===== src/two_phase_advection_diffusion_sweep_macros.svh =====
// assertion macros shared by the two-phase advection-diffusion sweep rtl
// no dependencies; define ASSERT_OFF to compile the checks away
`ifndef TWO_PHASE_ADVECTION_DIFFUSION_SWEEP_MACROS_SVH
`define TWO_PHASE_ADVECTION_DIFFUSION_SWEEP_MACROS_SVH

`ifndef ASSERT_OFF
// same-cycle implication
`define TPAD_ASSERT_IMP(lbl, clk, rstn, ante, cons) \
    lbl: assert property (@(posedge clk) disable iff (!rstn) (ante) |-> (cons)) \
        else $error("tpad assertion failed");
// next-cycle implication
`define TPAD_ASSERT_NXT(lbl, clk, rstn, ante, cons) \
    lbl: assert property (@(posedge clk) disable iff (!rstn) (ante) |=> (cons)) \
        else $error("tpad assertion failed");
`else
`define TPAD_ASSERT_IMP(lbl, clk, rstn, ante, cons)
`define TPAD_ASSERT_NXT(lbl, clk, rstn, ante, cons)
`endif

`endif


===== src/tpad_pkg.sv =====
// types, register codes and helpers for the two-phase advection-diffusion sweep
// no dependencies
`timescale 1ns / 1ps
`default_nettype none

package tpad_pkg;

    localparam int IDX_W  = 7;
    localparam int GAIN_W = 24;
    localparam int TEMP_W = 32;
    localparam int FRAC_W = 24;
    localparam int CFG_IDX_W = 4;

    // register indexes
    localparam logic [CFG_IDX_W-1:0] REG_CONV_GAIN   = 4'd0;
    localparam logic [CFG_IDX_W-1:0] REG_GAS_DIFF    = 4'd1;
    localparam logic [CFG_IDX_W-1:0] REG_SOLID_DIFF  = 4'd2;
    localparam logic [CFG_IDX_W-1:0] REG_EXCH_GAIN   = 4'd3;
    localparam logic [CFG_IDX_W-1:0] REG_SRC_INC     = 4'd4;
    localparam logic [CFG_IDX_W-1:0] REG_SRC_FIRST   = 4'd5;
    localparam logic [CFG_IDX_W-1:0] REG_SRC_LAST    = 4'd6;
    localparam logic [CFG_IDX_W-1:0] REG_INLET_TEMP  = 4'd7;

    // register reset values
    localparam logic [GAIN_W-1:0]        RST_CONV_GAIN  = 24'd167772;
    localparam logic [GAIN_W-1:0]        RST_GAS_DIFF   = 24'd16777;
    localparam logic [GAIN_W-1:0]        RST_SOLID_DIFF = 24'd8389;
    localparam logic [GAIN_W-1:0]        RST_EXCH_GAIN  = 24'd83886;
    localparam logic signed [TEMP_W-1:0] RST_SRC_INC    = 32'sd20644;
    localparam logic [IDX_W-1:0]         RST_SRC_FIRST  = 7'd40;
    localparam logic [IDX_W-1:0]         RST_SRC_LAST   = 7'd60;
    localparam logic signed [TEMP_W-1:0] RST_INLET_TEMP = 32'sd983040;

    // command kinds
    localparam logic [1:0] KIND_NONE  = 2'd0;
    localparam logic [1:0] KIND_INLET = 2'd1;
    localparam logic [1:0] KIND_NODE  = 2'd2;
    localparam logic [1:0] KIND_LAST  = 2'd3;

    typedef struct packed {
        logic signed [TEMP_W-1:0] gas_temp;
        logic signed [TEMP_W-1:0] solid_temp;
    } in_item_t;

    typedef struct packed {
        logic [IDX_W-1:0]         node_index;
        logic signed [TEMP_W-1:0] new_gas_temp;
        logic signed [TEMP_W-1:0] new_solid_temp;
        logic                     sweep_end;
    } out_item_t;

    typedef struct packed {
        logic [GAIN_W-1:0]        convection_gain;
        logic [GAIN_W-1:0]        gas_diffusion_gain;
        logic [GAIN_W-1:0]        solid_diffusion_gain;
        logic [GAIN_W-1:0]        exchange_gain;
        logic signed [TEMP_W-1:0] source_increment;
        logic [IDX_W-1:0]         source_first_node;
        logic [IDX_W-1:0]         source_last_node;
        logic signed [TEMP_W-1:0] inlet_temperature;
    } cfg_t;

    // queue entry: one node worth of work for the back end
    typedef struct packed {
        logic [1:0]               kind;
        logic [IDX_W-1:0]         index;
        logic                     add_src;
        logic signed [TEMP_W-1:0] gas;
        logic signed [TEMP_W-1:0] solid;
        logic signed [32:0]       d_conv;
        logic signed [34:0]       d_gas_lap;
        logic signed [32:0]       d_exch;
        logic signed [34:0]       d_solid_lap;
    } cmd_t;

    function automatic logic signed [TEMP_W-1:0] sat_temp(input logic signed [38:0] x);
        logic signed [TEMP_W-1:0] r;
        if (x[38:31] != {8{x[38]}}) begin
            r = x[38] ? 32'sh8000_0000 : 32'sh7FFF_FFFF;
        end else begin
            r = x[31:0];
        end
        return r;
    endfunction

endpackage

`default_nettype wire


===== src/tpad_queue.sv =====
// short command queue between front and back end, flip-flop storage
// depends on tpad_pkg
`timescale 1ns / 1ps
`default_nettype none
`include "two_phase_advection_diffusion_sweep_macros.svh"

module tpad_queue import tpad_pkg::*; #(
    parameter int DEPTH = 4
) (
    input  wire logic aclk,
    input  wire logic aresetn,
    input  wire logic push,
    input  wire cmd_t push_data,
    output logic      full,
    input  wire logic pop,
    output logic      not_empty,
    output cmd_t      pop_data
);

    localparam int PTR_W = (DEPTH > 1) ? $clog2(DEPTH) : 1;
    localparam int CNT_W = $clog2(DEPTH + 1);

    cmd_t             mem_reg [DEPTH];
    logic [PTR_W-1:0] wr_ptr_reg, wr_ptr_next;
    logic [PTR_W-1:0] rd_ptr_reg, rd_ptr_next;
    logic [CNT_W-1:0] count_reg, count_next;

    assign full      = count_reg == CNT_W'(DEPTH);
    assign not_empty = count_reg != '0;
    assign pop_data  = mem_reg[rd_ptr_reg];

    always_comb begin
        wr_ptr_next = wr_ptr_reg;
        rd_ptr_next = rd_ptr_reg;
        count_next  = count_reg;
        if (push) begin
            wr_ptr_next = (wr_ptr_reg == PTR_W'(DEPTH - 1)) ? '0 : wr_ptr_reg + PTR_W'(1);
        end
        if (pop) begin
            rd_ptr_next = (rd_ptr_reg == PTR_W'(DEPTH - 1)) ? '0 : rd_ptr_reg + PTR_W'(1);
        end
        if (push && !pop) begin
            count_next = count_reg + CNT_W'(1);
        end else if (pop && !push) begin
            count_next = count_reg - CNT_W'(1);
        end
    end

    always_ff @(posedge aclk) begin
        if (!aresetn) begin
            wr_ptr_reg <= '0;
            rd_ptr_reg <= '0;
            count_reg  <= '0;
        end else begin
            wr_ptr_reg <= wr_ptr_next;
            rd_ptr_reg <= rd_ptr_next;
            count_reg  <= count_next;
        end
    end

    always_ff @(posedge aclk) begin
        if (push) begin
            mem_reg[wr_ptr_reg] <= push_data;
        end
    end

    `TPAD_ASSERT_IMP(a_no_overflow, aclk, aresetn, push, !full)
    `TPAD_ASSERT_IMP(a_no_underflow, aclk, aresetn, pop, not_empty)

endmodule

`default_nettype wire


===== config.mk =====
export PLATFORM = sky130hd
export DESIGN_NAME = tpad_queue
export DESIGN_NICKNAME = d
export VERILOG_FILES = /design/src/tpad_pkg.sv /design/src/tpad_queue.sv
export VERILOG_INCLUDE_DIRS = /design/src /design/src/src
export SDC_FILE = /design/constraint.sdc
export NUM_CORES = 1
export LEC_CHECK = 0
export ABC_AREA = 1
export BUFFER_PORTS_ARGS = -buffer_cell sky130_fd_sc_hd__buf_2
export CORE_MARGIN = 3
export CORE_UTILIZATION = 60
export CTS_BUF_LIST = sky130_fd_sc_hd__clkbuf_2 sky130_fd_sc_hd__clkbuf_4 sky130_fd_sc_hd__clkbuf_8
export CTS_CLUSTER_SIZE = 20
export DETAILED_ROUTE_END_ITERATION = 7
export PLACE_DENSITY = 0.84
export SLEW_MARGIN = 20
export SYNTH_ARGS = -nofsm -noshare
export SYNTH_HDL_FRONTEND = slang
export SYNTH_SLANG_ARGS = --single-unit

===== constraint.sdc =====
create_clock -name aclk -period 10.6 [get_ports aclk]
set_input_delay 0.53 -clock aclk [delete_from_list [all_inputs] [get_ports aclk]]
set_output_delay 0.53 -clock aclk [all_outputs]
set_load 0.01 [all_outputs]

==> results.ini <==
[clock_network]
clockBufferDepth=3
root_buffer=clkbuf_8
cts_tree=built
postCtsHoldBufs=210
post_cts_resized=0
cts_buffers=132
numClockSinks=849
clk_latency_ns=0.80
cts_setup_buffers=0
cts_max_level=4
path_clk_slew_ns=0.06

[synthesis]
synthArstFlopShare=0
synth_top_area_frac=0.796
ys_top_cells_by_area=edfxtp_1 80%, o21ai_0 6.2%, nor2_1 5.1%
yosysMostFrequentCell=edfxtp_1
yosysTopAreaCell=edfxtp_1
synth_fp_nets=2312
yosysWarnings=0
avgSynthCellArea_sq_um=15.2
yosys.cell_types.count=21
ys_ff_latch=849
syn_area_sq_mm=0.0317
ys_seq_area_frac=0.802
synthFlopType=edfxtp_1
syn_inst=2091
ys_top_cells_by_count=840 x edfxtp_1, 429 x nor2_1, 393 x o21ai_0
synth_edf_count=840

[final_layout]
largest_reg_flops=840
drive_gt1_frac=0.228
design_area_sq_mm=0.0385
area_growth_pct=21.5
final_nets=2961

[floorplan]
rows=83
die_h_um=236
core-area_sq_mm=0.0518
start_util=0.612
dieArea_sq_mm=0.0556
io_pins=426
die_x_um=236

[detailed_routing]
drc=0
vias_per_cell=6.18
avgRoutedWirePerCell_um=24.7
drtPass1Iterations=8
route.antenna.remaining_nets=0
via_count=21769
drt_iter0_drc=2322
wirelength_mm=87.2

[sta]
max_clock_freq_mhz=195
final_hold_viol_count=0
rsz0062_at_grt=false
fin_crit_ns=5.13
period_share=0.484
fin_skew_ns=0.0682
max_slew_margin=0.261
maxSlewViolCount=0
setup_viol=0
worst_pin_slew_ns=1.11
finalSetupTns_ns=0

[worst_setup_path]
worstPathArrival_ns=4.60
r2r_start=wr_ptr_reg[1]
cp-start-kind=register
worst-setup-path-type=reg -> out
cp.required_ns=10.07
end_kind=output pin
cp_max_fo=227

[global_route]
grt_pass1_vias=21783
grtUsageTotal=0.306
grt_util_met1=0.370
grt_util_met2=0.518
busiest_layer=met2
grt_start_max_net_pins=228
antenna_found_initial=15
grt_use_met3=0.0734
grt_overflow=0
grt_pass1_wl_mm=130

[placed_design]
hpwl_mm=41.9
place_area_sq_mm=0.0339
port_buffers=425
place_congestion=0.830

[power_and_ir_drop]
power.leakage_nw=13.6
p_per_area_mw_per_mm2=192
ir_worst_vdd_v=0.000165

[outcome]
outcome=finished clean

[min_path]
hold_start=aresetn
min_path_type=in -> reg

[run]
cap_violations=0

## per-layer routing
| metal | vias up | part of all wire |
|---|---|---|
| met3 | 288 | 0.098 |
| li1 | 9254 | - |
| met2 | 1658 | 0.51 |
| met1 | 10567 | 0.34 |
| met4 | 2 | 0.051 |
| met5 | - | 0.00010 |
## logic make-up (layout without fill, tap and decap cells)
| kind of cell | Yosys count | count (layout) | share of synthesized area |
|---|---|---|---|
| flops | 849 | 849 | 0.802 |
| compound gates | 636 | 636 | 0.109 |
| simple gates | 443 | 443 | 0.0527 |
| buf+inv | 155 | 892 | 0.0337 |
| fa+ha+maj | 7 | 7 | 0.00300 |
| xor+xnor | 1 | 1 | 0.000276 |
| other cells | 0 | 15 | 0 |
## worst paths after layout
check,to,slack [ns],cells past startpoint
max,pop_data[186],5.47,6
min,count_reg[2],0.07,3
max reg2reg,mem_reg[1][106],7.16,6
min reg2reg,wr_ptr_reg[1],0.56,2
## power by group
group	internal, W	switching (W)	total, W	leakage, nW
sequential	0.00384	0.0000472	0.00389	7.79
combinational	0.000265	0.000536	0.000801	4.50
clock	0.00142	0.00129	0.00271	1.32
## final cells by class
cell class,count,area (sq um)
inverters,16,105
clock buffers,172,2150
multi-input cells,1087,5220
fillers,2714,13300
clock inverters,50,347
flip-flops and latches,849,25400
well taps,680,851
diodes,15,37.5
repair buffers,654,4370
## layout by cell type, fill, tap and decap left out, drive strengths merged
| cell type | Yosys | routed |
|---|---|---|
| edfxtp | 840 | 840 |
| clkinv | 0 | 38 |
| dfxtp | 9 | 9 |
| buf | 73 | 444 |
| ha | 6 | 6 |
| diode | 0 | 15 |
| a21oi | 3 | 3 |
| xor2 | 1 | 1 |
| nand3 | 1 | 1 |
| o21ai | 423 | 423 |
| nand4 | 1 | 1 |
| fa | 1 | 1 |
| clkinvlp | 0 | 1 |
| bufinv | 0 | 4 |
| dlygate4sd3 | 0 | 210 |
| nor3 | 3 | 3 |
| clkbuf | 66 | 172 |
| nor2 | 429 | 429 |
| o22ai | 210 | 210 |
| nand2 | 9 | 9 |
| inv | 16 | 23 |
## critical path, cell delays in order, from the launching register on
cell	delay [ns]
dfxtp_4	0.60
inv_12	0.67
buf_4	0.80
buf_4	0.92
o21ai_0	0.32
o22ai_1	0.21
buf_2	0.17
## metrics by stage
stage / utilization / total power (W) / hold WS, ns / worst slack, ns / std cells
4_1_cts: 0.742 / 0.00732 / 0.0000107 / 5.48 / 3508
3_5_place_dp: 0.653 / 0.00464 / 0.539 / 6.30 / 3076
2_1_floorplan: - / 0.00436 / 0.490 / 5.42 / 2091
6_report: 0.743 / 0.00740 / 0.0718 / 5.47 / 3523
3_3_place_gp: 0.653 / 0.00461 / 0.507 / 6.53 / 3076
5_1_grt: 0.743 / 0.00762 / 0.0501 / 5.16 / 3522
Power figures use the tool's default switching activity.
