[src/two_phase_advection_diffusion_sweep_macros.svh]
// assertion macros shared by the two-phase advection-diffusion sweep rtl
// no dependencies; define ASSERT_OFF to compile the checks away
`ifndef TWO_PHASE_ADVECTION_DIFFUSION_SWEEP_MACROS_SVH
`define TWO_PHASE_ADVECTION_DIFFUSION_SWEEP_MACROS_SVH

`ifndef ASSERT_OFF
// same-cycle implication
`define TPAD_ASSERT_IMP(lbl, clk, rstn, ante, cons) \
    lbl: assert property (@(posedge clk) disable iff (!rstn) (ante) |-> (cons)) \
        else $error("tpad assertion failed");
// next-cycle implication
`define TPAD_ASSERT_NXT(lbl, clk, rstn, ante, cons) \
    lbl: assert property (@(posedge clk) disable iff (!rstn) (ante) |=> (cons)) \
        else $error("tpad assertion failed");
`else
`define TPAD_ASSERT_IMP(lbl, clk, rstn, ante, cons)
`define TPAD_ASSERT_NXT(lbl, clk, rstn, ante, cons)
`endif

`endif

[src/tpad_pkg.sv]
// types, register codes and helpers for the two-phase advection-diffusion sweep
// no dependencies
`timescale 1ns / 1ps
`default_nettype none

package tpad_pkg;

    localparam int IDX_W  = 7;
    localparam int GAIN_W = 24;
    localparam int TEMP_W = 32;
    localparam int FRAC_W = 24;
    localparam int CFG_IDX_W = 4;

    // register indexes
    localparam logic [CFG_IDX_W-1:0] REG_CONV_GAIN   = 4'd0;
    localparam logic [CFG_IDX_W-1:0] REG_GAS_DIFF    = 4'd1;
    localparam logic [CFG_IDX_W-1:0] REG_SOLID_DIFF  = 4'd2;
    localparam logic [CFG_IDX_W-1:0] REG_EXCH_GAIN   = 4'd3;
    localparam logic [CFG_IDX_W-1:0] REG_SRC_INC     = 4'd4;
    localparam logic [CFG_IDX_W-1:0] REG_SRC_FIRST   = 4'd5;
    localparam logic [CFG_IDX_W-1:0] REG_SRC_LAST    = 4'd6;
    localparam logic [CFG_IDX_W-1:0] REG_INLET_TEMP  = 4'd7;

    // register reset values
    localparam logic [GAIN_W-1:0]        RST_CONV_GAIN  = 24'd167772;
    localparam logic [GAIN_W-1:0]        RST_GAS_DIFF   = 24'd16777;
    localparam logic [GAIN_W-1:0]        RST_SOLID_DIFF = 24'd8389;
    localparam logic [GAIN_W-1:0]        RST_EXCH_GAIN  = 24'd83886;
    localparam logic signed [TEMP_W-1:0] RST_SRC_INC    = 32'sd20644;
    localparam logic [IDX_W-1:0]         RST_SRC_FIRST  = 7'd40;
    localparam logic [IDX_W-1:0]         RST_SRC_LAST   = 7'd60;
    localparam logic signed [TEMP_W-1:0] RST_INLET_TEMP = 32'sd983040;

    // command kinds
    localparam logic [1:0] KIND_NONE  = 2'd0;
    localparam logic [1:0] KIND_INLET = 2'd1;
    localparam logic [1:0] KIND_NODE  = 2'd2;
    localparam logic [1:0] KIND_LAST  = 2'd3;

    typedef struct packed {
        logic signed [TEMP_W-1:0] gas_temp;
        logic signed [TEMP_W-1:0] solid_temp;
    } in_item_t;

    typedef struct packed {
        logic [IDX_W-1:0]         node_index;
        logic signed [TEMP_W-1:0] new_gas_temp;
        logic signed [TEMP_W-1:0] new_solid_temp;
        logic                     sweep_end;
    } out_item_t;

    typedef struct packed {
        logic [GAIN_W-1:0]        convection_gain;
        logic [GAIN_W-1:0]        gas_diffusion_gain;
        logic [GAIN_W-1:0]        solid_diffusion_gain;
        logic [GAIN_W-1:0]        exchange_gain;
        logic signed [TEMP_W-1:0] source_increment;
        logic [IDX_W-1:0]         source_first_node;
        logic [IDX_W-1:0]         source_last_node;
        logic signed [TEMP_W-1:0] inlet_temperature;
    } cfg_t;

    // queue entry: one node worth of work for the back end
    typedef struct packed {
        logic [1:0]               kind;
        logic [IDX_W-1:0]         index;
        logic                     add_src;
        logic signed [TEMP_W-1:0] gas;
        logic signed [TEMP_W-1:0] solid;
        logic signed [32:0]       d_conv;
        logic signed [34:0]       d_gas_lap;
        logic signed [32:0]       d_exch;
        logic signed [34:0]       d_solid_lap;
    } cmd_t;

    function automatic logic signed [TEMP_W-1:0] sat_temp(input logic signed [38:0] x);
        logic signed [TEMP_W-1:0] r;
        if (x[38:31] != {8{x[38]}}) begin
            r = x[38] ? 32'sh8000_0000 : 32'sh7FFF_FFFF;
        end else begin
            r = x[31:0];
        end
        return r;
    endfunction

endpackage

`default_nettype wire

[src/tpad_front.sv]
// front end: node window, counter and classification into queue commands
// depends on tpad_pkg
`timescale 1ns / 1ps
`default_nettype none

module tpad_front import tpad_pkg::*; #(
    parameter int NODES = 128
) (
    input  wire logic      aclk,
    input  wire logic      aresetn,
    input  wire logic      s_valid,
    output logic           s_ready,
    input  wire in_item_t  s_data,
    input  wire cfg_t      cfg,
    input  wire logic      q_full,
    output logic           q_push,
    output cmd_t           q_data
);

    logic [IDX_W-1:0]         cnt_reg, cnt_next;
    logic signed [TEMP_W-1:0] gas_prev_reg, gas_cur_reg;
    logic signed [TEMP_W-1:0] solid_prev_reg, solid_cur_reg;
    logic                     accept;
    logic                     last;
    logic [IDX_W-1:0]         node_i;
    logic [1:0]               kind;

    assign s_ready = !q_full;
    assign accept  = s_valid && s_ready;
    assign last    = cnt_reg >= IDX_W'(NODES - 1);
    assign node_i  = cnt_reg - 7'd1;

    always_comb begin
        priority if (cnt_reg == '0) begin
            kind = KIND_INLET;
        end else if (last) begin
            kind = KIND_LAST;
        end else if (cnt_reg == 7'd1) begin
            kind = KIND_NONE;
        end else begin
            kind = KIND_NODE;
        end
    end

    always_comb begin
        q_data.kind        = kind;
        q_data.index       = (kind == KIND_INLET) ? '0 : node_i;
        q_data.add_src     = (node_i >= cfg.source_first_node)
                             && (node_i <= cfg.source_last_node);
        q_data.gas         = gas_cur_reg;
        q_data.solid       = solid_cur_reg;
        q_data.d_conv      = 33'(gas_prev_reg) - 33'(gas_cur_reg);
        q_data.d_gas_lap   = 35'(s_data.gas_temp) - (35'(gas_cur_reg) <<< 1)
                             + 35'(gas_prev_reg);
        q_data.d_exch      = 33'(solid_cur_reg) - 33'(gas_cur_reg);
        q_data.d_solid_lap = 35'(s_data.solid_temp) - (35'(solid_cur_reg) <<< 1)
                             + 35'(solid_prev_reg);
    end

    assign q_push = accept && (kind != KIND_NONE);

    always_comb begin
        cnt_next = cnt_reg;
        if (accept) begin
            cnt_next = last ? '0 : cnt_reg + 7'd1;
        end
    end

    always_ff @(posedge aclk) begin
        if (!aresetn) begin
            cnt_reg <= '0;
        end else begin
            cnt_reg <= cnt_next;
        end
    end

    always_ff @(posedge aclk) begin
        if (accept) begin
            gas_prev_reg   <= gas_cur_reg;
            gas_cur_reg    <= s_data.gas_temp;
            solid_prev_reg <= solid_cur_reg;
            solid_cur_reg  <= s_data.solid_temp;
        end
    end

endmodule

`default_nettype wire

[config.mk]
export PLATFORM = sky130hd
export DESIGN_NAME = tpad_front
export DESIGN_NICKNAME = d
export VERILOG_FILES = /design/src/two_phase_advection_diffusion_sweep_macros.svh /design/src/tpad_pkg.sv /design/src/tpad_front.sv
export SDC_FILE = /design/constraint.sdc
export NUM_CORES = 1
export LEC_CHECK = 0
export ABC_AREA = 1
export ABC_CLOCK_PERIOD_IN_PS = 7130
export BUFFER_PORTS_ARGS = -buffer_cell sky130_fd_sc_hd__buf_4
export CAP_MARGIN = 10
export CORE_MARGIN = 1.5
export CORE_UTILIZATION = 45
export CTS_CLUSTER_SIZE = 12
export DETAILED_ROUTE_END_ITERATION = 16
export GPL_ROUTABILITY_DRIVEN = 0
export MAX_ROUTING_LAYER = met4
export PLACE_DENSITY = 0.77
export SYNTH_ARGS = -nofsm -noshare
export SYNTH_HDL_FRONTEND = slang
export SYNTH_SLANG_ARGS = --single-unit
[constraint.sdc]
create_clock -name aclk -period 7.13 [get_ports aclk]
set_clock_uncertainty 0.05 [all_clocks]
set_input_delay 1.7825 -clock aclk [delete_from_list [all_inputs] [get_ports aclk]]
set_output_delay 1.7825 -clock aclk [all_outputs]
set_load 0.03 [all_outputs]
==> impl_metrics.ini <==
[clock_network]
cts_tree = built
cts_resized = 0
clk_latency_ns = 0.43
h-tree-depth = 4
cts-hold-fix-buffers = 0
post_cts_buffers = 0
clkTransAtPathRegs_ns = 0.06
clock_sinks = 135
numCtsBuffers = 17
clk_path_buf_depth = 2
root_buffer = clkbuf_16

[min_path]
hp-start = cnt_reg[5]
hp-class = flop to flop

[floorplanning]
start_util_pct = 45.9
fp.dieW_um = 188
rows = 67
top_level_ports = 454
die_area_um2 = 35400
die_h_um = 188
core_area_um2 = 33600

[yosys]
yosysWarnings = 0
syn_area_um2 = 15400
syn-num-nets = 2621
synth_area_per_cell_um2 = 7.13
ys_ff_latch = 135
synthDistinctLibCells = 36
syn-instance-count = 2164
yosysSeqAreaShare_pct = 25.8

[setup_path]
cp.arrival_ns = 4.21
startpoint = s_data[16]
cp_slowest_cell = fa_1
critPathKind = input port to output port
critPathBufInv = 4
end_kind = output port
reg2reg_from = cnt_reg[0]
cp-start-kind = input port
crit_family = adder cells
crit_chain = buf_4 -> inv_1 -> fa_1 -> inv_1 -> ha_1 -> a21oi_1 -> o21ai_0 -> a21oi_1 -> nor2_1 -> nor2_1 -> nand3_1 -> nand2_1 -> buf_4
max_stage_delay_ns = 0.52
crit_fanout = 4
cp.required_ns = 5.30

[timing]
finalSetupViolCount = 0
finalCriticalPeriod_ns = 6.04
slew_headroom_pct = 43.8
clock.fmax_ghz = 0.165
fin_tns_setup_ns = 0
fin_crit_sh_pct = 84.8
fin_hold_ws_ns = 0.507
tightest_slew_ns = 0.843
rsz0062_at_grt = no
maxSlewViolCount = 0
final_hold_viol_count = 0

[global_routing]
grt_pass1_vias = 15200
antenna_found_initial = 0
grt_pass1_wl_um = 76400
track_usage_pct = 28.4
grt_max_degree = 68
grt_overflow = 0

[routing]
drt-total-wl_um = 48700
drtAntennaViolNets = 0
dr_total_vias = 15600
drcViolationCount = 0
dr.first_iter.drc_count = 1090
avgViaCountPerCell = 5.31
wl_per_cell_um = 16.6
dr.pass1.iters = 7

[cells_and_area]
drive_gt1_share_pct = 17.0
fill_cells = 3028
syn_to_final_growth_pct = 22.0
n_antenna_cell = 0
fin_nets = 2934

[place]
io_buffers = 293
hpwl_um = 40900

[job]
max-cap-violations = 0

[run_status]
status = complete, no violations

[power]
ir_drop_v = 0.000199
power_leakage_nw = 9.94
powerDensity_nw_per_um2 = 234
-- logic make-up (layout without fill, tap and decap cells) --
group,Yosys count,in the layout,share of synthesized area (%)
flip-flops,135,135,25.8
adder cells (fa/ha/maj),215,215,20.7
AO/OA/AOI/OAI,310,310,11.1
AND/OR/NAND/NOR,969,969,26.9
XOR/XNOR,77,77,4.37
buffers and inverters,458,784,11.2
-- where the power goes --
| part | switching [mW] | internal, mW | total [mW] |
|---|---|---|---|
| registers | 0.0546 | 0.917 | 0.971 |
| logic | 1.68 | 0.850 | 2.53 |
| clock network | 0.348 | 0.559 | 0.907 |
| total | 2.08 | 2.33 | 4.41 |
-- stage by stage --
stage	total power [mW]	cells	setup WS (ns)	instance area (um^2)	util, %
after floorplan	2.63	2164	0.914	15400	-
after global placement	3.44	2906	1.24	18200	54.1
after detailed placement	3.48	2906	1.22	18200	54.1
after CTS	4.40	2938	1.19	18800	56.0
after global routing	4.65	2938	0.939	18800	56.0
final	4.41	2938	1.09	18800	56.0
-- per-layer routing --
layer	up-vias	wire, um	track usage [%]
met5	-	0	-
met4	0	1610	9.29
met3	114	5160	5.41
met2	813	22100	46.2
met1	7151	19800	35.3
li1	7529	-	-
-- area by class of cell --
type / instances / area [um^2] / share of cell area, %
multi-input combinational: 1571 / 9720 / 51.6
inverter: 457 / 1720 / 9.14
tap: 448 / 561 / 2.98
clock buffer: 25 / 572 / 3.04
sequential: 135 / 3980 / 21.2
timing repair buffer: 295 / 2210 / 11.8
clock inverter: 7 / 48.8 / 0.259
-- layout by cell type, fill, tap and decap left out, types with 2 or more instances in the layout --
cell type	synthesis	routed
nand2_1	543	543
nor3_2	10	10
dfxtp_1	7	7
nor2_2	13	13
o211ai_2	6	6
ha_1	149	149
inv_1	457	456
nand2_2	47	47
clkinv_4	0	3
a21oi_2	2	2
o211ai_1	11	11
nor4_1	6	6
o21bai_1	5	5
xor2_1	69	69
clkbuf_1	0	2
and2_2	4	4
clkbuf_16	0	22
nand4_1	20	20
edfxtp_1	128	128
nor3_1	6	6
buf_4	0	295
nand3_2	12	12
inv_4	0	2
nor2_1	216	216
nand2b_1	2	2
a21oi_1	169	169
nand3_1	86	86
fa_1	66	66
a21o_1	21	21
o21ai_0	89	89
clkinv_2	0	2
or2_2	2	2
a211oi_1	2	2
xnor2_1	8	8
-- worst reg2reg max path: cells and delay by family (launching register included) --
family          cells  cell delay, ns
flops               1            0.40
fa+ha+maj           1            0.27
compound gates      3            0.75
simple gates        1            0.09
buf+inv             1            0.05
-- cell usage after synthesis --
library cell  instances  share of area, %
a211oi_1              2             0.097
a21boi_0              1             0.049
a21o_1               21               1.0
a21oi_1             169               5.5
a21oi_2               2              0.11
and2_2                4              0.19
buf_2                 1             0.032
dfxtp_1               7              0.91
edfxtp_1            128                25
fa_1                 66               8.6
ha_1                149                12
inv_1               457                11
nand2_1             543                13
nand2_2              47               1.9
nand2b_1              2             0.081
nand3_1              86               2.8
nand3_2              12              0.78
nand4_1              20              0.81
nor2_1              216               5.3
nor2_2               13              0.53
nor2_4                1             0.073
nor3_1                6              0.19
nor3_2               10              0.65
nor3b_1               1             0.049
nor4_1                6              0.24
o2111ai_1             1             0.057
o211ai_1             11              0.54
o211ai_2              6              0.49
o21a_1                1             0.049
o21ai_0              89               2.9
o21ai_2               1             0.057
o21bai_1              5              0.24
o32ai_1               1             0.057
or2_2                 2             0.081
xnor2_1               8              0.45
xor2_1               69               3.9
-- path summary, 6_finish.rpt --
path,depth (start not counted),to,slack (ns)
min reg2reg,2,cnt_reg[6],0.51
max,13,q_data[29],1.09
min,2,cnt_reg[6],0.51
max reg2reg,6,cnt_reg[1],5.45
Note: power is estimated with default switching activity, not from simulation.
